`src/rtl/rgba8_texture_tiler_top_defines.svh`:
```
// Assertion helpers shared by the tiler RTL.
`ifndef RGBA8_TEXTURE_TILER_TOP_DEFINES_SVH
`define RGBA8_TEXTURE_TILER_TOP_DEFINES_SVH

// Same-cycle implication, sampled on aclk, off while in reset.
`define RTT_ASSERT_NOW(lbl, ante, cons) \
    lbl: assert property (@(posedge aclk) disable iff (!aresetn) (ante) |-> (cons)) \
        else $error("rtt: same-cycle check failed");

// Next-cycle implication, sampled on aclk, off while in reset.
`define RTT_ASSERT_NEXT(lbl, ante, cons) \
    lbl: assert property (@(posedge aclk) disable iff (!aresetn) (ante) |=> (cons)) \
        else $error("rtt: next-cycle check failed");

`endif

```
`src/rtl/rtt_pkg.sv`:
```
package rtt_pkg;

    localparam int MAX_WIDTH_DEF  = 1024;
    localparam int MAX_HEIGHT     = 1024;
    localparam int CFG_W          = 11;
    localparam int ROW_W          = 10;
    localparam int PAIRS_PER_TILE = 32;
    localparam int PAIR_W         = $clog2(PAIRS_PER_TILE);
    localparam int TQ_DEPTH       = 4;

    localparam logic [CFG_W-1:0] WIDTH_RESET  = 11'd640;
    localparam logic [CFG_W-1:0] HEIGHT_RESET = 11'd480;

    // configuration register indexes
    typedef enum logic {
        REG_IMAGE_WIDTH  = 1'b0,
        REG_IMAGE_HEIGHT = 1'b1
    } cfg_reg_t;

    // one band store word
    typedef struct packed {
        logic [7:0] red;
        logic [7:0] green;
        logic [7:0] blue;
        logic [7:0] alpha;
    } pixel_t;

    // back end tells the front a tile no longer needs the band store
    typedef struct packed {
        logic valid;
        logic parity;
    } tile_done_t;

endpackage

```
`src/rtl/rtt_front.sv`:
```
module rtt_front import rtt_pkg::*; #(
    parameter int MAX_WIDTH = MAX_WIDTH_DEF,
    localparam int COL_W    = ($clog2(MAX_WIDTH) < 3) ? 3 : $clog2(MAX_WIDTH),
    localparam int TD_W     = COL_W - 1,
    localparam int ADDR_W   = COL_W + 3
) (
    input  logic              aclk,
    input  logic              aresetn,
    input  logic              cfg_wr_en,
    input  logic              cfg_addr,
    input  logic [CFG_W-1:0]  cfg_wdata,
    input  logic              s_tvalid,
    output logic              s_tready,
    input  logic [31:0]       s_tdata,
    output logic              wr_en,
    output logic [ADDR_W-1:0] wr_addr,
    output pixel_t            wr_data,
    output logic              q_push,
    output logic [TD_W-1:0]   q_data,
    input  logic              q_full,
    input  tile_done_t        done
);

    localparam int EW_W = (CFG_W > COL_W + 1) ? CFG_W : COL_W + 1;
    localparam int OC_W = $clog2(TQ_DEPTH + 2);

    logic [CFG_W-1:0] width_reg, height_reg;
    logic [COL_W-1:0] col_reg, col_next;
    logic [ROW_W-1:0] row_reg, row_next;
    logic [OC_W-1:0]  busy_reg [2];
    logic [OC_W-1:0]  busy_next [2];

    logic [EW_W-1:0]  w_ext, eff_w;
    logic [CFG_W-1:0] eff_h;
    logic             col_end, row_end;
    logic             band_start, tile_hit, parity, blocked, accept;

    // effective frame size: zero acts as one, oversize saturates
    always_comb begin
        w_ext = EW_W'(width_reg);
        if (w_ext == '0) begin
            eff_w = EW_W'(1);
        end else if (w_ext > EW_W'(MAX_WIDTH)) begin
            eff_w = EW_W'(MAX_WIDTH);
        end else begin
            eff_w = w_ext;
        end
        if (height_reg == '0) begin
            eff_h = CFG_W'(1);
        end else if (height_reg > CFG_W'(MAX_HEIGHT)) begin
            eff_h = CFG_W'(MAX_HEIGHT);
        end else begin
            eff_h = height_reg;
        end
    end

    assign col_end = (EW_W'(col_reg) + EW_W'(1)) >= eff_w;
    assign row_end = (CFG_W'(row_reg) + CFG_W'(1)) >= eff_h;

    // position classification; bit 2 of the row picks the band half
    assign parity     = row_reg[2];
    assign band_start = (col_reg == '0) && (row_reg[1:0] == 2'b00);
    assign tile_hit   = (&col_reg[1:0]) && (&row_reg[1:0]);

    // hold off a new band while its half still has tiles in flight, or a tile end on a full queue
    assign blocked  = (band_start && (busy_reg[parity] != '0)) || (tile_hit && q_full);
    assign s_tready = aresetn && !blocked;
    assign accept   = s_tvalid && s_tready;

    // band store write
    assign wr_en   = accept;
    assign wr_addr = {parity, row_reg[1:0], col_reg};
    always_comb begin
        wr_data.red   = s_tdata[7:0];
        wr_data.green = s_tdata[15:8];
        wr_data.blue  = s_tdata[23:16];
        wr_data.alpha = s_tdata[31:24];
    end

    // tile descriptor: band half and column of the tile
    assign q_push = accept && tile_hit;
    assign q_data = {parity, col_reg[COL_W-1:2]};

    // tiles outstanding per band half
    always_comb begin
        for (int p = 0; p < 2; p++) begin
            busy_next[p] = busy_reg[p];
            if (q_push && (parity == p[0])) begin
                busy_next[p] = busy_next[p] + OC_W'(1);
            end
            if (done.valid && (done.parity == p[0])) begin
                busy_next[p] = busy_next[p] - OC_W'(1);
            end
        end
    end

    // raster position advance
    always_comb begin
        col_next = col_reg;
        row_next = row_reg;
        if (accept) begin
            if (col_end) begin
                col_next = '0;
                row_next = row_end ? '0 : row_reg + ROW_W'(1);
            end else begin
                col_next = col_reg + COL_W'(1);
            end
        end
    end

    always_ff @(posedge aclk) begin
        if (!aresetn) begin
            width_reg   <= WIDTH_RESET;
            height_reg  <= HEIGHT_RESET;
            col_reg     <= '0;
            row_reg     <= '0;
            busy_reg[0] <= '0;
            busy_reg[1] <= '0;
        end else begin
            busy_reg[0] <= busy_next[0];
            busy_reg[1] <= busy_next[1];
            if (cfg_wr_en) begin
                // any register write restarts the frame
                unique case (cfg_reg_t'(cfg_addr))
                    REG_IMAGE_WIDTH:  width_reg  <= cfg_wdata;
                    REG_IMAGE_HEIGHT: height_reg <= cfg_wdata;
                    default:          width_reg  <= width_reg;
                endcase
                col_reg <= '0;
                row_reg <= '0;
            end else begin
                col_reg <= col_next;
                row_reg <= row_next;
            end
        end
    end

endmodule

```
`config.mk`:
```
export PLATFORM = sky130hd
export DESIGN_NAME = rtt_front
export DESIGN_NICKNAME = d
export VERILOG_FILES = /design/src/rtl/rgba8_texture_tiler_top_defines.svh /design/src/rtl/rtt_pkg.sv /design/src/rtl/rtt_front.sv
export SDC_FILE = /design/constraint.sdc
export NUM_CORES = 1
export LEC_CHECK = 0
export ABC_CLOCK_PERIOD_IN_PS = 3300
export BUFFER_PORTS_ARGS = -buffer_cell sky130_fd_sc_hd__buf_2
export CAP_MARGIN = 20
export CORE_MARGIN = 10
export CORE_UTILIZATION = 35
export DETAILED_ROUTE_END_ITERATION = 7
export PLACE_DENSITY_LB_ADDON = 0.05
export SETUP_SLACK_MARGIN = 0.02
export SYNTH_ARGS = -nofsm -noshare
export SYNTH_HDL_FRONTEND = slang
export SYNTH_SLANG_ARGS = --single-unit
```
`constraint.sdc`:
```
create_clock -name aclk -period 3.3 [get_ports aclk]
set_clock_uncertainty 0.15 [all_clocks]
set_input_delay 0.165 -clock aclk [delete_from_list [all_inputs] [get_ports aclk]]
set_output_delay 0.165 -clock aclk [all_outputs]
set_load 0.1 [all_outputs]
```
# After elaboration in Yosys (flattened, before gate mapping)
# Memories as Yosys holds them, arrays and structs flattened. A register that Yosys moved wholly into a read port is not among the register bits.
# Cells that the tools add are included.
[classes]
bitwise = 6
n_addsub = 8
order_cmp = 4
mux = 16
n_reduce_logical = 24
[ops]
columns = ["cell", "count"]
rows = [
  ["11-bit two-way mux", 4],
  ["10-bit by 1-bit adder with 11-bit output, second input constant", 2],
  ["11-bit greater-or-equal comparator", 2],
  ["11-bit greater-than comparator, second input constant", 2],
  ["11-bit zero test", 2],
  ["10-bit by 1-bit adder with 10-bit output, second input constant", 2],
  ["10-bit two-way mux", 2],
  ["3-bit two-way mux", 6],
  ["1-bit logical AND", 11],
  ["10-bit zero test", 1],
  ["2-bit AND reduction", 5],
  ["3-bit by 1-bit adder with 3-bit output, second input constant", 2],
  ["3-bit by 1-bit subtractor with 3-bit output, second input constant", 2],
  ["1-bit two-way mux", 4],
  ["1-bit inverter", 4],
  ["3-bit nonzero test", 1],
  ["2-bit zero test", 1],
  ["1-bit OR", 2],
  ["2-bit OR reduction", 1],
  ["1-bit zero test", 1],
  ["1-bit logical OR", 1],
]
[totals]
register_bits = 42
in_bits = 51
mem_count = 1
ram_bits = 6
word_cells = 63
output_inout_bits = 57
[mem_list]
columns = ["memory", "words", "word_bits", "rd", "rd_clocked_by_memory_dff", "wr", "line", "rtl"]
rows = [
  ["busy_reg", 2, 3, 3, 1, 2, "rtt_front.sv:30", "logic [OC_W-1:0] busy_reg [2];"],
]

# Longest topological paths before layout
# Gate-level depths: netlist of the first run.
[logic_depth]
word_depth = 13
ltp_mapped = 12
ltp_nobuf = 12

# Least setup slack after synthesis of the first run
# Ideal clock, no wire load.
[synth_timing]
path_type = "register -> register"
startpoint = "register col_reg[0]"
endpoint = "register col_reg[2]"
required_time_ps = 3072
arrival_time_ps = 3668
period_less_slack_ps = 3896
setup_slack_ps = -596
stages_incl_launch_ff = 13
path_buffers = 1
setup_ps = 78
path_cell_list = "dfxtp_1 -> ha_1 -> and3_1 -> and3_1 -> and3_1 -> xor2_1 -> ha_1 -> o211ai_1 -> o21ai_0 -> a2111oi_2 -> buf_2 -> a21oi_1 -> a31oi_1"
[synth_between]
elab_chain_cells = 7
word_cells_on_any_way = 14
cone_classes = "add/sub: 2; order compare: 1; mux: 1; reduce/logical: 10"
[synth_lines]
columns = ["element", "line", "rtl"]
rows = [
  ["from (decl)", "rtt_front.sv:28", "logic [COL_W-1:0] col_reg, col_next;"],
  ["from (signal assigned)", "rtt_front.sv:132", "col_reg <= col_next;"],
  ["branches (longest 7 deep; another with 10-bit by 1-bit adder with 11-bit output)", "n/a", ""],
]
# Parallel ways; which one is timed is not known.
# A chain may end at the register's enable or synchronous reset.

# Worst setup path in the final report of the first run
[layout_timing]
startpoint = "register col_reg[1]"
endpoint = "register col_reg[6]"
# Same word-level chain as after synthesis.

==> results of run 1 <==
-- worst min-delay path by stage --
| stage | to | slack (ns) | startpoint |
|---|---|---|---|
| 2_1_floorplan | w_ext[7] | 0.14 | cfg_wdata[7] |
| 3_3_place_gp | wr_data[0] | 0.18 | s_tdata[24] |
| 3_5_place_dp | wr_data[0] | 0.18 | s_tdata[24] |
| 4_1_cts | busy_reg[1][1] | 0.02 | done[0] |
| 5_1_grt | busy_reg[1][1] | 0.03 | done[0] |
| 6_report | busy_reg[1][1] | 0.03 | done[0] |
-- timing repair --
| action | CTS | global route |
|---|---|---|
| resized for setup | 0 | 14 |
| setup buffers | 0 | 2 |
| hold endpoints to repair | 21 | 0 |
| endpoints found under the setup margin | 0 | 21 |
| hold buffers | 11 | 0 |
-- cells in the final DEF, fill, tap and decap left out, types with 4 or more instances in the layout --
cell	Yosys	routed
dlygate4sd3_1	0	11
ha_1	30	29
nor4_1	5	5
and2_1	4	4
inv_1	12	12
dfxtp_2	0	7
nand3_1	19	19
a21o_1	8	8
xnor2_1	6	5
a21oi_1	15	14
nand2b_1	9	9
a21boi_0	16	16
o21ai_0	8	6
a32o_1	5	5
nor2_1	15	12
nor2_2	1	4
clkbuf_8	0	6
a211oi_1	6	6
nand2_1	86	86
buf_2	1	44
a31oi_1	9	9
buf_4	44	12
xor2_1	11	11
dfxtp_1	49	40
and3_1	9	7
-- metal layers --
| metal | vias up | routed length, um | GRT usage (%) |
|---|---|---|---|
| met5 | - | 0 | 0 |
| met2 | 81 | 3580 | 17.8 |
| met3 | 9 | 642 | 3.57 |
| met4 | 0 | 62 | 2.90 |
| met1 | 1262 | 4510 | 16.5 |
| li1 | 1440 | - | - |
-- logic make-up (layout without fill, tap and decap cells) --
family                   Yosys count  after routing  synth area share [%]
AND/OR/NAND/NOR                  166            166                  24.2
AO/OA/AOI/OAI                     79             79                  17.1
buffers and inverters             69             90                  12.7
flip-flops                        49             49                  28.8
adder cells (fa/ha/maj)           30             30                  11.0
XOR/XNOR                          19             19                  5.32
multiplexers                       3              3                 0.881
-- worst min-delay path, delay by kind of cell --
family | cells | cell delay [ns]
and+or+nand+nor | 1 | 0.09
AOI/OAI and AO/OA | 1 | 0.07
buffers and inverters | 1 | 0.12
-- per-stage QoR --
step | utilization [%] | setup WS (ns) | instances | instance area, um2 | hold WS, ns
finish | 40.5 | 0.180 | 565 | 3800 | 0.0276
global route | 40.5 | 0.0275 | 565 | 3800 | 0.0284
CTS | 39.8 | 0.0227 | 562 | 3730 | 0.0169
detailed placement | 37.5 | 0.0578 | 543 | 3510 | 0.181
global placement | 37.5 | 0.115 | 543 | 3510 | 0.181
floorplan | - | 0.0454 | 415 | 3440 | 0.139
-- cell type report --
cell class,instances,area (um2),share of cell area [%]
Inverter,15,56.3,1.48
Sequential cell,49,997,26.3
Timing Repair Buffer,67,420,11.1
Multi-Input combinational cell,297,2050,54.0
Clock buffer,8,111,2.93
Tap cell,129,161,4.25
-- power groups by stage --
stage / sequential, mW / combinational [mW] / clock [mW]
after global placement: 0.647 / 0.193 / 0
after global routing: 0.637 / 0.235 / 0.463
final: 0.633 / 0.208 / 0.427
after detailed placement: 0.648 / 0.193 / 0
after floorplan: 0.645 / 0.324 / 0
after CTS: 0.634 / 0.203 / 0.441
==> impl_metrics.yaml, run 1 <==
synthesis:
  ys_top_cells_by_area: "dfxtp_1 29%, ha_1 11%, buf_4 9.7%"
  yosys_register_bits: 49
  synth_edf_count: 0
  yosysTopAreaCell: "dfxtp_1"
  syn_area_per_cell_um2: 8.21
  ys_types: 51
  synth_ff_type: "dfxtp_1"
  synth_fp_nets: 496
  yosysMostFrequentCell: "nand2_1"
  synth-seq-area-share_pct: 28.8
  mappedNetlistArea_mm2: 0.00341
  synth_top_area_share_pct: 28.8
  yosys_warnings: 0
  synth_common_cells: "86 x nand2_1, 49 x dfxtp_1, 44 x buf_4, 30 x ha_1, 19 x nand3_1"
  synth_async_sr_flop_share_pct: 0
  syn_inst: 415
floorplan:
  io_pins: 108
  die_h_um: 119
  die_w_um: 119
  die_area_mm2: 0.0141
  rows: 35
  core_area_mm2: 0.00937
  initial_utilization_pct: 36.4
setup_path:
  critical_path.slowest_cell: "a2111oi_4"
  end_kind: "flip-flop"
  worstPathRequired_ns: 3.38
  worstSetupStartpoint: "col_reg[1]"
  start_kind: "flip-flop"
  endpoint: "col_reg[6]"
  critical-path-max-stage-delay_ns: 0.41
  path_max_fanout: 6
  reg2reg_to: "col_reg[6]"
  rr_worst_depth: 12
  cp_data_arrival_time_ns: 3.20
  worst-path-buf-inv: 1
  path_depth: 12
  reg2reg_setup_slack_ns: 0.18
  cp_common_cell: "and3_4"
  crit_family: "compound AO/OA/AOI/OAI gates"
  path_class: "reg -> reg"
  cp_cell_sequence: "ha_4 > and3_1 > and3_4 > and3_4 > xor2_1 > ha_1 > o211ai_1 > nor2_2 > a2111oi_4 > buf_2 > nand2b_1 > a31oi_1"
  reg2reg_from: "col_reg[1]"
routing:
  drc_errors: 0
  wl_per_cell_um: 15.6
  ant_nets: 0
  dr.pass1.iters: 4
  vias_per_cell: 4.94
  routed_wl_mm: 8.80
  num_vias: 2792
  drtIter0Drc: 123
power:
  share_comb_of_total_power_pct: 16.4
  switching_share_pct: 28.3
  power_mw: 1.27
  power.density_mw_per_mm2: 334
  p_clk_share_pct: 33.6
  ir_drop_mv: 0.145
  p_seq_share_pct: 49.9
  p_switching_uw: 359
  p_leak_nw: 1.72
  power.internal_uw: 909
cts:
  cts_tree: "yes"
  cts.sinks: 49
  htreeDepth: 2
  cts_made_buffers: 5
  clk_pin_slew_ns: 0.09
  clockBufferDepth: 2
  insertion_delay_ns: 0.30
  cts-root-buf: "clkbuf_8"
final_layout:
  filler_cell_count: 1004
  drive_gt1_share_pct: 22.5
  final_nets: 516
  syn_to_final_growth_pct: 11.5
  antenna_cells: 0
min_path:
  whs_path_depth: 3
  hold_path.class: "in -> reg"
global_route:
  gr-usage-all-layers_pct: 12.0
  grt_first_pass_wirelength_mm: 14.2
  grt_max_degree: 31
  antenna_found_initial: 0
  grt_pass1_vias: 2734
  grt_overflow: 0
timing:
  finalCriticalPeriod_ns: 3.12
  rsz0062_at_grt: "false"
  drv_slew: 0
  hold_viol_final: 0
  finalSetupTns_ns: 0
  worstMarginPinSlew_ns: 0.656
  period_share_pct: 94.5
  finalSetupViolations: 0
  slew_headroom_pct: 56.2
  fmax_mhz: 321
placement:
  place.gp.congestion: 0.766
  hpwl_mm: 6.92
  port_buffers: 43
status:
  outcome: "completed"
run:
  maxCapViolations: 0
Note: power is estimated with default switching activity, not from simulation.
==> inputs of run 2 (changes only) <==
ABC_CLOCK_PERIOD_IN_PS = 2560   (was 3300)
clock period = 2.56 ns   (was 3.3 ns; I/O delays follow)
==> run 2 against run 1 <==
Effect of this change:
- setup slack got worse by 0.56 ns
- sequential cell count unchanged
- global-route usage rose by 1.4 points
- largest cell class unchanged
- total power increased by 30%
- combinational power grew 86%
- die area unchanged
- core utilization rose by 11 points
- cell area rose by 26%
- hold slack better by 0.078 ns
- maximum frequency grew 6.2%
- largest power group unchanged
- via count increased by 13%
- highest routed layer unchanged
- the run now ends with setup timing left
==> impl_metrics.yaml, run 2 (synthesized netlist as in run 1, its figures left out) <==
timing:
  rsz0062_at_grt: "true"
  fin_ws_ns: -0.378
  fmax_mhz: 340
  finalSetupTns_ns: -6.11
  drv_slew: 0
  slew_headroom_pct: 58.2
  worstMarginPinSlew_ns: 0.626
  finalCriticalPeriod_ns: 2.94
  hold_ws_ns: 0.106
  finalSetupViolations: 22
  hold_viol_final: 0
  period_share_pct: 115
routing:
  drtIter0Drc: 85
  dr.pass1.iters: 4
  wl_per_cell_um: 14.6
  num_vias: 3150
  vias_per_cell: 4.77
  ant_nets: 0
  drc_errors: 0
  routed_wl_mm: 9.62
setup_path:
  worstPathRequired_ns: 2.65
  cp_data_arrival_time_ns: 3.03
  start_kind: "flip-flop"
  end_kind: "flip-flop"
  cp_cell_sequence: "ha_4 > and3_4 > and3_4 > and3_4 > xor2_2 > ha_1 > o211ai_1 > buf_4 > nor2_4 > a2111oi_4 > buf_4 > a21oi_1 > a31oi_1"
  critical-path-max-stage-delay_ns: 0.42
  reg2reg_setup_slack_ns: -0.38
  path_max_fanout: 6
  critical_path.slowest_cell: "a2111oi_4"
  path_class: "reg -> reg"
  cp_common_cell: "and3_4"
final_layout:
  mostFrequentLayoutCell: "buf_4"
  syn_to_final_growth_pct: 40.9
  filler_cell_count: 936
  stdcell_count: 660
  antenna_cells: 0
  final_nets: 611
  drive_gt1_share_pct: 43.9
  fin_util_pct: 51.2
  final_cell_mix: "99 x buf_4, 83 x nand2_1, 41 x buf_2"
placement:
  hpwl_mm: 7.40
  place_inst: 620
  port_buffers: 43
  place.gp.congestion: 0.823
cts:
  cts_tree: "yes"
  clockBufferDepth: 2
  insertion_delay_ns: 0.31
  cts_made_buffers: 5
  clk_pin_slew_ns: 0.10
  cts-root-buf: "clkbuf_8"
  htreeDepth: 2
  cts.sinks: 49
run:
  maxCapViolations: 0
global_route:
  antenna_found_initial: 0
  grt_overflow: 0
  grt_pass1_vias: 3208
  grt_max_degree: 31
  gr-usage-all-layers_pct: 13.4
  grt_first_pass_wirelength_mm: 15.8
floorplan:
  initial_utilization_pct: 36.4
  die_w_um: 119
  die_area_mm2: 0.0141
  die_h_um: 119
  core_area_mm2: 0.00937
  rows: 35
  io_pins: 108
power:
  ir_drop_mv: 0.201
  p_leak_nw: 2.22
  power.density_mw_per_mm2: 342
min_path:
  hold_path.class: "in -> out"
status:
  outcome: "finished with violations"
  violations: "setup timing"
[run 2: cell count changes in the layout (fill, tap and decap cells not counted), sizes merged]
cell / change
dlygate4sd3: +3
buf: +92
[run 2: layout make-up]
| type | instances | area (um2) | area share, % |
|---|---|---|---|
| multi-input cells | 297 | 2290 | 47.6 |
| repair buffers | 162 | 1190 | 24.7 |
| flip-flops and latches | 49 | 1030 | 21.4 |
| well taps | 129 | 161 | 3.36 |
| clock buffers | 8 | 80.1 | 1.67 |
| inverters | 15 | 58.8 | 1.22 |
[run 2: through the flow]
| stage | setup WS (ns) | cell area, um2 | total power, mW |
|---|---|---|---|
| floorplan | -0.536 | 3480 | 1.25 |
| global placement | -0.450 | 4130 | 1.13 |
| detailed placement | -0.467 | 4130 | 1.13 |
| CTS | -0.424 | 4630 | 1.66 |
| global route | -0.497 | 4800 | 1.73 |
| finish | -0.378 | 4800 | 1.64 |
[run 2: where the power goes]
part	total (mW)	leakage (nW)	internal, mW	switching, mW
combinational	0.387	1.77	0.183	0.204
clock	0.456	0.0395	0.195	0.261
sequential	0.801	0.410	0.779	0.0222
total	1.64	2.22	1.16	0.487
[run 2: worst paths after layout]
kind,from,endpoint,cells past startpoint
setup reg to reg,col_reg[1],col_reg[8],13
hold / removal,s_tdata[18],wr_data[10],0
setup / recovery,col_reg[1],col_reg[8],13
hold reg to reg,w_ext[10],w_ext[10],2
[run 2: per-layer routing]
metal | part of all wire, % | track usage, % | routed length (um) | up-vias
met1 | 50 | 17.9 | 4840 | 1442
met3 | 5.3 | 3.00 | 512 | 12
met4 | 1.1 | 3.59 | 102 | 0
li1 | - | - | - | 1627
met5 | 0 | 0 | 0 | -
met2 | 43 | 21.0 | 4170 | 69
[run 2: worst max-delay path: cells and delay by family (launching register included)]
kind                       cells  cell delay (ns)
DFF                            1             0.37
adders and majority gates      2             0.37
xor gates and xnor gates       1             0.14
AOI/OAI and AO/OA              4             0.83
buffers and inverters          2             0.39
and+or+nand+nor                4             0.61
[run 2: timing repair]
action                                 4_1_cts  5_1_grt
resized for setup                           44       34
hold buffers                                14        0
buffers inserted                            14        5
cloned                                       1        0
setup endpoints to repair                   25       28
endpoints found under the hold margin       23        0
pin swaps                                   21       19
