<file path="src/rtl/rgba8_texture_tiler_top_defines.svh">
// Assertion helpers shared by the tiler RTL.
`ifndef RGBA8_TEXTURE_TILER_TOP_DEFINES_SVH
`define RGBA8_TEXTURE_TILER_TOP_DEFINES_SVH

// Same-cycle implication, sampled on aclk, off while in reset.
`define RTT_ASSERT_NOW(lbl, ante, cons) \
    lbl: assert property (@(posedge aclk) disable iff (!aresetn) (ante) |-> (cons)) \
        else $error("rtt: same-cycle check failed");

// Next-cycle implication, sampled on aclk, off while in reset.
`define RTT_ASSERT_NEXT(lbl, ante, cons) \
    lbl: assert property (@(posedge aclk) disable iff (!aresetn) (ante) |=> (cons)) \
        else $error("rtt: next-cycle check failed");

`endif

</file>
<file path="src/rtl/rtt_pkg.sv">
package rtt_pkg;

    localparam int MAX_WIDTH_DEF  = 1024;
    localparam int MAX_HEIGHT     = 1024;
    localparam int CFG_W          = 11;
    localparam int ROW_W          = 10;
    localparam int PAIRS_PER_TILE = 32;
    localparam int PAIR_W         = $clog2(PAIRS_PER_TILE);
    localparam int TQ_DEPTH       = 4;

    localparam logic [CFG_W-1:0] WIDTH_RESET  = 11'd640;
    localparam logic [CFG_W-1:0] HEIGHT_RESET = 11'd480;

    // configuration register indexes
    typedef enum logic {
        REG_IMAGE_WIDTH  = 1'b0,
        REG_IMAGE_HEIGHT = 1'b1
    } cfg_reg_t;

    // one band store word
    typedef struct packed {
        logic [7:0] red;
        logic [7:0] green;
        logic [7:0] blue;
        logic [7:0] alpha;
    } pixel_t;

    // back end tells the front a tile no longer needs the band store
    typedef struct packed {
        logic valid;
        logic parity;
    } tile_done_t;

endpackage

</file>
<file path="src/rtl/rtt_tile_fifo.sv">
module rtt_tile_fifo import rtt_pkg::*; #(
    parameter int WIDTH = 9
) (
    input  logic             aclk,
    input  logic             aresetn,
    input  logic             push,
    input  logic [WIDTH-1:0] din,
    output logic             full,
    input  logic             pop,
    output logic [WIDTH-1:0] dout,
    output logic             empty
);

    localparam int PTR_W = $clog2(TQ_DEPTH);

    logic [WIDTH-1:0] slot_reg [TQ_DEPTH];
    logic [PTR_W-1:0] wr_ptr_reg, rd_ptr_reg;
    logic [PTR_W:0]   cnt_reg, cnt_next;

    assign full  = cnt_reg == (PTR_W + 1)'(TQ_DEPTH);
    assign empty = cnt_reg == '0;
    assign dout  = slot_reg[rd_ptr_reg];

    always_comb begin
        cnt_next = cnt_reg;
        if (push && !pop) begin
            cnt_next = cnt_reg + (PTR_W + 1)'(1);
        end else if (pop && !push) begin
            cnt_next = cnt_reg - (PTR_W + 1)'(1);
        end
    end

    // descriptor storage
    always_ff @(posedge aclk) begin
        if (push) begin
            slot_reg[wr_ptr_reg] <= din;
        end
    end

    always_ff @(posedge aclk) begin
        if (!aresetn) begin
            wr_ptr_reg <= '0;
            rd_ptr_reg <= '0;
            cnt_reg    <= '0;
        end else begin
            cnt_reg <= cnt_next;
            if (push) begin
                wr_ptr_reg <= wr_ptr_reg + PTR_W'(1);
            end
            if (pop) begin
                rd_ptr_reg <= rd_ptr_reg + PTR_W'(1);
            end
        end
    end

endmodule

</file>
<file path="config.mk">
export PLATFORM = sky130hd
export DESIGN_NAME = rtt_tile_fifo
export DESIGN_NICKNAME = d
export VERILOG_FILES = /design/src/rtl/rgba8_texture_tiler_top_defines.svh /design/src/rtl/rtt_pkg.sv /design/src/rtl/rtt_tile_fifo.sv
export SDC_FILE = /design/constraint.sdc
export NUM_CORES = 1
export LEC_CHECK = 0
export BUFFER_PORTS_ARGS = -buffer_cell sky130_fd_sc_hd__buf_4
export CAP_MARGIN = 40
export CORE_ASPECT_RATIO = 0.9
export CORE_UTILIZATION = 55
export DETAILED_ROUTE_END_ITERATION = 12
export PLACE_DENSITY = 0.77
export SETUP_SLACK_MARGIN = 0.05
export SLEW_MARGIN = 20
export SYNTH_ARGS = -nofsm -noshare
export SYNTH_HDL_FRONTEND = slang
export SYNTH_SLANG_ARGS = --single-unit
</file>
<file path="constraint.sdc">
create_clock -name aclk -period 1.93 [get_ports aclk]
set_clock_uncertainty 0.2 [all_clocks]
set_input_delay 0.0965 -clock aclk [delete_from_list [all_inputs] [get_ports aclk]]
set_output_delay 0.0965 -clock aclk [all_outputs]
set_load 0.03 [all_outputs]
</file>
# Yosys cells after proc, flatten, opt, wreduce, memory -nomap -nowiden

Memory sizes are Yosys's and may differ from the RTL's. A register that Yosys moved wholly into a read port is not among the register bits.
Index checks and enable logic that the tools add are counted.

Input port bits: 13
Memories: 1
RAM bits: 36
Flip-flop bits (word level): 7

Reduce and logical (&&, ||, !) cells: 6
Add/subtract/negate cells: 4
Multiplexer cells: 6
Equal/unequal tests: 1

Memories:

| name     | words | bits a word | rd ports | clocked after Yosys merged registers in | wr ports | line                | text |
|---|---|---|---|---|---|---|---|
| slot_reg | 4     | 9           | 1        | 1                                       | 1        | rtt_tile_fifo.sv:16 | `logic [WIDTH-1:0] slot_reg [TQ_DEPTH];` |

Operators with widths:

| operator                                         | count |
|---|---|
| 2-to-1 mux 3 bit                                 | 2 |
| adder 2 x 1 -> 2 bit, second input constant      | 2 |
| 2-to-1 mux 2 bit                                 | 2 |
| adder 3 x 1 -> 3 bit, second input constant      | 1 |
| equality test 3 bit, second input constant       | 1 |
| logical NOT 3 bit                                | 1 |
| subtractor 3 x 1 -> 3 bit, second input constant | 1 |
| logical AND 1 bit                                | 2 |
| logical NOT 1 bit                                | 2 |
| 2-to-1 mux 1 bit                                 | 2 |
| nonzero test 2 bit                               | 1 |

# Longest topological paths before layout

Gate-level depths: netlist (run 1).

Word-level depth: 4
Depth in mapped cells: 7
Depth with buffers taken out: 7

# Worst setup path after synthesis (run 1)

No wires, ideal clock.

Path kind: register to register
Start: register cnt_reg[0]
End: register cnt_reg[2]
Stages on the path, launching flop included: 5
Path buffers: 0
Setup time: 70 ps
Arrival time: 1323 ps
Slack: 337 ps
Path through: dfxtp_1 -> fa_1 -> xor2_1 -> or3_1 -> a21boi_1

Cells in the longest elaborated chain, start to end: 3

RTL lines:

| element                   | line                | text |
|---|---|---|
| from (decl)               | rtt_tile_fifo.sv:18 | `logic [PTR_W:0] cnt_reg, cnt_next;` |
| from (signal assigned)    | rtt_tile_fifo.sv:46 | `cnt_reg <= cnt_next;` |
| subtractor 3 x 1 -> 3 bit | rtt_tile_fifo.sv:29 | `cnt_next = cnt_reg - (PTR_W + 1)'(1);` |
| 2-to-1 mux 3 bit          | rtt_tile_fifo.sv:28 | `end else if (pop && !push) begin` |
| 2-to-1 mux 3 bit (*)      | rtt_tile_fifo.sv:26 | `if (push && !pop) begin` |

Every way passes the cells marked *; elsewhere a longest branch is shown, timed or not. The select of a mux whose other input is x is not followed.
A chain may end at the register's enable or synchronous reset.

==> impl_metrics.json, run 1 <==
{
  "wl_per_cell_um": 16.18,
  "crit_slowest_cell": "mux4_2",
  "die_w_um": 61.38,
  "rsz0062_at_grt": "false",
  "start_util_pct": 57.36,
  "grt_pass1_wl_um": 4450,
  "largest_reg_flops": 36,
  "numCtsBuffers": 5,
  "port_buffers": 23,
  "grt_pass1_vias": 979,
  "drtIter0Drc": 28,
  "slew_violations": 0,
  "power.switching_mw": 0.5014,
  "internal-power_mw": 1.557,
  "fin_tns_setup_ps": 0,
  "synth_area_leaders": "edfxtp_1 62%, mux4_2 12%, dfxtp_1 10%",
  "tightest_slew_ps": 513.2,
  "fp.dieH_um": 55.45,
  "synth.yosys.seq_area_share_pct": 72.26,
  "crit_path_end": "dout[4]",
  "synth_top_area_cell": "edfxtp_1",
  "final_common_cell": "edfxtp_1",
  "setup_violations": 0,
  "dp_slack_ps": 183.7,
  "vdd_drop_max_mv": 0.6053,
  "gp_routability_congestion": 0.6795,
  "cp_max_fo": 4,
  "htreeDepth": 2,
  "io_pins": 24,
  "layout_common_cells": "36 x edfxtp_1, 18 x buf_4, 13 x dlygate4sd3_1",
  "maxCapViolCount": 0,
  "layout.area.seq_um2": 1265,
  "diodes": 0,
  "drive_gt1_share_pct": 31.34,
  "total_power_mw": 2.058,
  "vias_per_cell": 5.068,
  "syn_area_um2": 1745,
  "synth_nets": 109,
  "clk_pin_slew_ps": 120,
  "critical_path_class": "reg2out",
  "grt_antenna_before_repair": 0,
  "synth_seq_cells": 45,
  "hold_class": "in2reg",
  "dpl_cell_area_um2": 1962,
  "fin_util_pct": 73.19,
  "required_ps": 1630,
  "nNetsFinal": 152,
  "cp-end-kind": "output port",
  "syn_to_final_growth_pct": 27.60,
  "rows": 19,
  "insertion_delay_ps": 340,
  "final_area_um2": 2227,
  "avgSynthCellArea_um2": 19.39,
  "ant_nets": 0,
  "hold_ws_ps": 138.7,
  "r2r_slack_ps": 220,
  "clkPwrFrac_pct": 26.0,
  "clock-root-buffer": "clkbuf_4",
  "hold_violations": 0,
  "netlist.area_leader.share_pct": 61.94,
  "gr-usage-all-layers_pct": 19.27,
  "p_per_area_nw_per_um2": 924.2,
  "route.vias.total": 892,
  "slew_headroom_pct": 65.79,
  "critPathLaunchType": "flip-flop",
  "pwr-share-comb_pct": 18.4,
  "core_um2": 3043,
  "power_frac_seq_pct": 55.6,
  "p_sw_share_pct": 24.36,
  "max_freq_mhz": 544.0,
  "fin_cells": 176,
  "yosys_warnings": 0,
  "finalCriticalPeriod_ps": 1838,
  "outcome": "finished, final reports clean",
  "worst_slack_ps": 91.72,
  "drt_drc_violations_left": 0,
  "clock_sinks": 45,
  "crit_chain": "clkbuf_16, mux4_2, buf_4",
  "p_leak_nw": 0.8189,
  "rr_endpoint": "cnt_reg[2]$_SDFFE_PN0P_",
  "max_stage_delay_ps": 490,
  "dp_cells": 154,
  "multi_input_area_um2": 452.9,
  "fin_crit_sh_pct": 95.25,
  "n_fill_cell": 217,
  "die_area_um2": 3403,
  "drt-total-wl_um": 2847,
  "reg2reg_depth": 4,
  "cts_buffer_depth": 2,
  "r2r-start": "cnt_reg[0]$_SDFFE_PN0P_",
  "drtPass1Iterations": 4,
  "syn_inst": 90,
  "hpwl_um": 1697,
  "cp.arrival_ps": 1540,
  "synth_cell_types": 19,
  "grt_max_degree": 14,
  "gr-total-overflow": 0,
  "cts_tree": "done"
}
[power by group through the flow]
| stage | sequential (mW) | clock (mW) | combinational [mW] |
|---|---|---|---|
| after floorplan | 1.15 | 0 | 0.227 |
| after global placement | 1.16 | 0 | 0.323 |
| after detailed placement | 1.16 | 0 | 0.331 |
| after CTS | 1.14 | 0.539 | 0.355 |
| after global routing | 1.15 | 0.575 | 0.411 |
| final | 1.14 | 0.534 | 0.380 |
[Yosys cell counts]
| cell | number |
|---|---|
| nor3_1 | 1 |
| and2_1 | 9 |
| mux2i_1 | 2 |
| nand2_1 | 1 |
| a21boi_1 | 1 |
| dfxtp_1 | 9 |
| buf_6 | 1 |
| o21ai_0 | 1 |
| ha_1 | 5 |
| xor2_1 | 3 |
| mux4_2 | 9 |
| fa_1 | 1 |
| or3_1 | 1 |
| clkbuf_2 | 1 |
| xnor2_1 | 2 |
| nor3b_1 | 1 |
| inv_1 | 4 |
| nor2b_1 | 2 |
| edfxtp_1 | 36 |
[metal layers]
metal | track usage (%) | vias to the layer above | part of all wire (%)
li1 | - | 425 | -
met1 | 22.95 | 444 | 42
met2 | 33.07 | 19 | 54
met3 | 5.855 | 4 | 3.2
met4 | 5.714 | 0 | 0.98
met5 | 0 | - | 0
[cell families after synthesis]
group	synth area share, %
multiplexers	12.76
XOR/XNOR	2.509
AO/OA/AOI/OAI	0.7167
AND/OR/NAND/NOR	5.233
adder cells (fa/ha/maj)	4.731
buffers and inverters	1.792
flip-flops	72.26
[repair_timing]
item | CTS | global route
gates resized for setup | 1 | 8
buffers inserted | 0 | 0
endpoints found under the setup margin | 9 | 9
pin swaps | 0 | 0
hold buffers | 13 | 0
hold endpoints to repair | 45 | 0
cloned | 0 | 1
[layout make-up]
cell class	count	share of cell area (%)
clock buffer	8	3.595
sequential	45	56.80
tap	42	2.360
multi-input combinational	39	20.34
inverter	4	0.6742
timing repair buffer	38	16.24
[worst max-delay path: cells and delay by family (launching register included)]
| family | cells | cell delay [ps] |
|---|---|---|
| DFF | 1 | 390 |
| muxes | 1 | 490 |
| buffers and inverters | 2 | 320 |
[worst min-delay path by stage]
stage	from	end	slack, ps	cells after the start
after floorplan	din[0]	slot_reg[0][0]$_DFFE_PP_	-5	0
after global placement	din[8]	slot_reg[0][8]$_DFFE_PP_	100	1
after detailed placement	din[5]	slot_reg[0][5]$_DFFE_PP_	100	1
after CTS	push	cnt_reg[1]$_SDFFE_PN0P_	120	4
after global routing	push	cnt_reg[1]$_SDFFE_PN0P_	200	4
final	push	cnt_reg[1]$_SDFFE_PN0P_	140	4
No activity file was read; power rests on OpenSTA's default activity.
==> run 2: changes to the inputs <==
Settings changed: PLACE_DENSITY 0.77 to 0.74.
Clock period 1.93 ns to 1.8 ns, I/O delays scaled along.
==> run 2 against run 1 <==
Against the previous run: the flow now finishes with violations (setup timing); sequential power rose by 8%; die area did not move; critical path depth did not move; global-route usage rose by 1.6 points; routed wire length rose by 6.0%; sequential cell count did not move; first-iteration DRC count fell by 3.6%; register-to-register slack got worse by 110 ps; power rose by 9.8%; via count rose by 5.7%; worst setup slack got worse by 130 ps; count of clock-buffer cells in the layout fell by 2; critical endpoint is now dout[2].
==> impl_metrics.json, run 2 (synthesis gave the netlist of run 1 again) <==
{
  "outcome": "finished, violations left",
  "violations": "setup timing",
  "grt_antenna_before_repair": 0,
  "rows": 19,
  "gr-total-overflow": 0,
  "insertion_delay_ps": 340,
  "fin_tns_setup_ps": -150.8,
  "hold_class": "in2reg",
  "tightest_slew_ps": 463.1,
  "start_util_pct": 57.36,
  "reg2reg_depth": 4,
  "cts_tree": "done",
  "dpl_cell_area_um2": 1992,
  "gp_routability_congestion": 0.7311,
  "layout.area.seq_um2": 1262,
  "required_ps": 1510,
  "drive_gt1_share_pct": 33.33,
  "clock-root-buffer": "clkbuf_4",
  "maxCapViolCount": 0,
  "p_per_area_nw_per_um2": 1003,
  "clock_sinks": 45,
  "die_area_um2": 3403,
  "n_fill_cell": 195,
  "wl_per_cell_um": 16.77,
  "multi_input_area_um2": 452.9,
  "p_sw_share_pct": 24.85,
  "cp_max_fo": 5,
  "final_area_um2": 2252,
  "drt_drc_violations_left": 0,
  "htreeDepth": 2,
  "die_w_um": 61.38,
  "pwr-share-comb_pct": 18.8,
  "grt_pass1_wl_um": 4774,
  "total_power_mw": 2.259,
  "fin_cells": 180,
  "p_leak_nw": 0.8370,
  "max_freq_mhz": 544.7,
  "hold_violations": 0,
  "internal-power_mw": 1.698,
  "power_frac_seq_pct": 54.3,
  "diodes": 0,
  "drtPass1Iterations": 4,
  "port_buffers": 23,
  "numCtsBuffers": 5,
  "dp_slack_ps": 74.91,
  "vias_per_cell": 5.239,
  "syn_to_final_growth_pct": 29.03,
  "dp_cells": 158,
  "worst_slack_ps": -35.86,
  "drtIter0Drc": 27,
  "nNetsFinal": 156,
  "setup_violations": 9,
  "fp.dieH_um": 55.45,
  "route.vias.total": 943,
  "grt_pass1_vias": 1022,
  "clkPwrFrac_pct": 26.9,
  "fin_util_pct": 74.01,
  "cts_buffer_depth": 2,
  "hpwl_um": 1785,
  "cp.arrival_ps": 1550,
  "final_common_cell": "edfxtp_1",
  "fin_crit_sh_pct": 102.0,
  "rsz0062_at_grt": "true",
  "core_um2": 3043,
  "power.switching_mw": 0.5613,
  "slew_headroom_pct": 69.09,
  "finalCriticalPeriod_ps": 1836,
  "critical_path_class": "reg2out",
  "slew_violations": 0,
  "gr-usage-all-layers_pct": 20.89,
  "r2r_slack_ps": 110,
  "grt_max_degree": 15,
  "hold_depth": 3,
  "clk_pin_slew_ps": 130,
  "layout_common_cells": "36 x edfxtp_1, 18 x buf_4, 13 x dlygate4sd3_1",
  "ant_nets": 0,
  "vdd_drop_max_mv": 0.5986,
  "drt-total-wl_um": 3018,
  "critPathLaunchType": "flip-flop",
  "hold_ws_ps": 99.43,
  "largest_reg_flops": 36,
  "io_pins": 24,
  "cp-end-kind": "output port"
}
## run 2: cell types whose count changed in the layout (fill, tap and decap cells not counted)
cell,before,now
buf_6,5,11
dfxtp_4,1,0
dfxtp_2,0,1
clkbuf_8,1,0
buf_8,1,0
bufinv_16,0,1
clkinv_4,0,1
clkbuf_16,2,0
## run 2: power by group through the flow
| stage | clock (mW) | sequential (mW) | combinational (mW) |
|---|---|---|---|
| finish | 0.608 | 1.23 | 0.425 |
| global route | 0.670 | 1.24 | 0.454 |
| CTS | 0.626 | 1.23 | 0.424 |
| detailed placement | 0 | 1.25 | 0.365 |
| global placement | 0 | 1.24 | 0.357 |
| floorplan | 0 | 1.23 | 0.244 |
## run 2: worst paths after layout
check,startpoint,endpoint
max,flip-flop,dout[2]
max reg2reg,cnt_reg[0]$_SDFFE_PN0P_,cnt_reg[2]$_SDFFE_PN0P_
min reg2reg,cnt_reg[2]$_SDFFE_PN0P_,cnt_reg[2]$_SDFFE_PN0P_
min,push,slot_reg[3][5]$_DFFE_PP_
## run 2: metal layers
layer  vias up  track usage, %  wire length (um)
met5         -               0                 0
met4         0           9.841                57
met3         7           7.728               100
met2        21           33.07              1644
met1       482           24.96              1216
li1        433               -                 -
## run 2: layout make-up
class                      instances  share of cell area [%]
inverter                           4                  0.6667
sequential                        45                   56.06
clock inverter                     2                   1.722
timing repair buffer              42                   17.28
multi-input combinational         39                   20.11
clock buffer                       6                   1.833
tap                               42                   2.333
## run 2: critical path, stage by stage (launching register included)
cell     delay, ps
dfxtp_2        370
buf_6          140
mux4_2         530
buf_6          160
## run 2: timing repair
item	in CTS	in global routing
endpoints found under the hold margin	45	0
gates cloned	1	0
buffers inserted	0	0
resized for setup	13	0
setup endpoints to repair	9	9
hold buffers	13	0
==> run 3: changes to the inputs <==
Settings changed: BUFFER_PORTS_ARGS -buffer_cell sky130_fd_sc_hd__buf_4 to not set, DONT_BUFFER_PORTS set to 1, PLACE_DENSITY 0.74 to 0.67.
==> run 3 against run 2 <==
Against the previous run: the run now ends clean; critical path depth fell by 1; hold slack got worse by 78 ps; combinational power fell by 18%; worst setup slack improved by 64 ps; first-iteration DRC count rose by 100%.
==> impl_metrics.json, run 3 (synthesis gave the netlist of run 1 again) <==
{
  "grt_pass1_vias": 848,
  "fin_crit_sh_pct": 98.44,
  "numCtsBuffers": 5,
  "drive_gt1_share_pct": 23.33,
  "slew_violations": 0,
  "grt_max_degree": 15,
  "hold_class": "in2reg",
  "hold_violations": 0,
  "layout_common_cells": "36 x edfxtp_1, 16 x dlygate4sd3_1, 9 x mux4_2, 9 x and2_1, 7 x buf_4",
  "clk_pin_slew_ps": 130,
  "gr-total-overflow": 0,
  "reg2reg_depth": 4,
  "wl_per_cell_um": 17.21,
  "fin_tns_setup_ps": 0,
  "finalCriticalPeriod_ps": 1772,
  "drtPass1Iterations": 4,
  "cts_tree": "done",
  "grt_pass1_wl_um": 4257,
  "dpl_cell_area_um2": 1842,
  "vias_per_cell": 5.142,
  "rows": 19,
  "n_fill_cell": 229,
  "syn_to_final_growth_pct": 18.85,
  "cp_top_family": "multiplexers",
  "insertion_delay_ps": 340,
  "final_area_um2": 2074,
  "hold_ws_ps": 21.60,
  "route.vias.total": 833,
  "port_buffers": 0,
  "crit_slowest_cell": "mux4_2",
  "p_leak_nw": 0.7197,
  "max_freq_mhz": 564.4,
  "final_common_cell": "edfxtp_1",
  "drtIter0Drc": 54,
  "hold_depth": 4,
  "fin_cells": 162,
  "total_power_mw": 2.043,
  "required_ps": 1510,
  "ant_nets": 0,
  "diodes": 0,
  "max_stage_delay_ps": 620,
  "clock-root-buffer": "clkbuf_4",
  "postCtsSetupBuffers": 0,
  "cp.arrival_ps": 1480,
  "critPathLaunchType": "flip-flop",
  "grt_antenna_before_repair": 0,
  "die_w_um": 61.38,
  "tightest_slew_ps": 230.7,
  "outcome": "finished, final reports clean",
  "nNetsFinal": 138,
  "cp_max_fo": 3,
  "core_um2": 3043,
  "maxCapViolCount": 0,
  "clock_sinks": 45,
  "setup_violations": 0,
  "fp.dieH_um": 55.45,
  "rsz0062_at_grt": "true",
  "crit_chain": "buf_4, mux4_2",
  "critical_path_class": "reg2out",
  "htreeDepth": 2,
  "die_area_um2": 3403,
  "critical_path_depth": 2,
  "io_pins": 24,
  "cts_buffer_depth": 2,
  "drt_drc_violations_left": 0,
  "largest_reg_flops": 36,
  "slew_headroom_pct": 84.62,
  "dp_cells": 138,
  "p_per_area_nw_per_um2": 984.8,
  "start_util_pct": 57.36,
  "path_buf_inv": 1,
  "cp-end-kind": "output port",
  "hpwl_um": 1840,
  "vdd_drop_max_mv": 0.6862,
  "drt-total-wl_um": 2788,
  "gr-usage-all-layers_pct": 18.55,
  "gp_routability_congestion": 0.6675
}
-- run 3: cell types whose count changed in the layout (fill, tap and decap cells not counted), moves of 2 or more --
cell           previous run  this run
dfxtp_1                   8         6
dlygate4sd3_1            13        16
buf_6                    11         0
buf_4                    18         7
clkinvlp_4                0         2
-- run 3: through the flow --
stage / util [%] / worst slack, ps
floorplan: - / 207.2
global placement: 60.53 / 188.8
detailed placement: 60.53 / 98.59
CTS: 67.85 / 10.12
global route: 68.17 / -23.57
finish: 68.17 / 28.06
-- run 3: tightest hold or removal path: cells and delay by family --
kind / cells / cell delay (ps)
compound gates: 2 / 200
fa+ha+maj: 1 / 160
xor+xnor: 1 / 90
-- run 3: path summary, 6_finish.rpt --
| kind | startpoint | end | slack, ps |
|---|---|---|---|
| worst min register to register | cnt_reg[2]$_SDFFE_PN0P_ | cnt_reg[2]$_SDFFE_PN0P_ | 330 |
| worst max-delay path | flip-flop | dout[0] | 30 |
| worst min-delay path | push | cnt_reg[2]$_SDFFE_PN0P_ | 20 |
| worst max register to register | cnt_reg[0]$_SDFFE_PN0P_ | cnt_reg[2]$_SDFFE_PN0P_ | 140 |
-- run 3: final cells by class --
| type | count | area, um^2 | share of cell area (%) |
|---|---|---|---|
| Tap cell | 42 | 52.55 | 2.533 |
| Multi-Input combinational cell | 39 | 455.4 | 21.95 |
| Inverter | 4 | 15.01 | 0.7238 |
| Clock inverter | 2 | 15.01 | 0.7238 |
| Clock buffer | 6 | 41.29 | 1.990 |
| Sequential cell | 45 | 1267 | 61.10 |
| Timing Repair Buffer | 24 | 227.7 | 10.98 |
-- run 3: where the power goes --
group	switching (mW)	total, mW	internal [mW]
Clock	0.313	0.466	0.153
Combinational	0.189	0.347	0.158
Sequential	0.0408	1.23	1.19
-- run 3: per-layer routing --
metal	vias up	routed length, um	track usage, %
met3	4	144	6.557
met2	25	1496	30.75
li1	398	-	-
met5	-	0	0
met1	406	1114	22.46
met4	0	32	5.714
-- run 3: repair_timing --
| item | 4_1_cts | 5_1_grt |
|---|---|---|
| setup endpoints to repair | 9 | 10 |
| resized for setup | 3 | 4 |
| endpoints found under the hold margin | 81 | 0 |
| hold buffers | 16 | 0 |
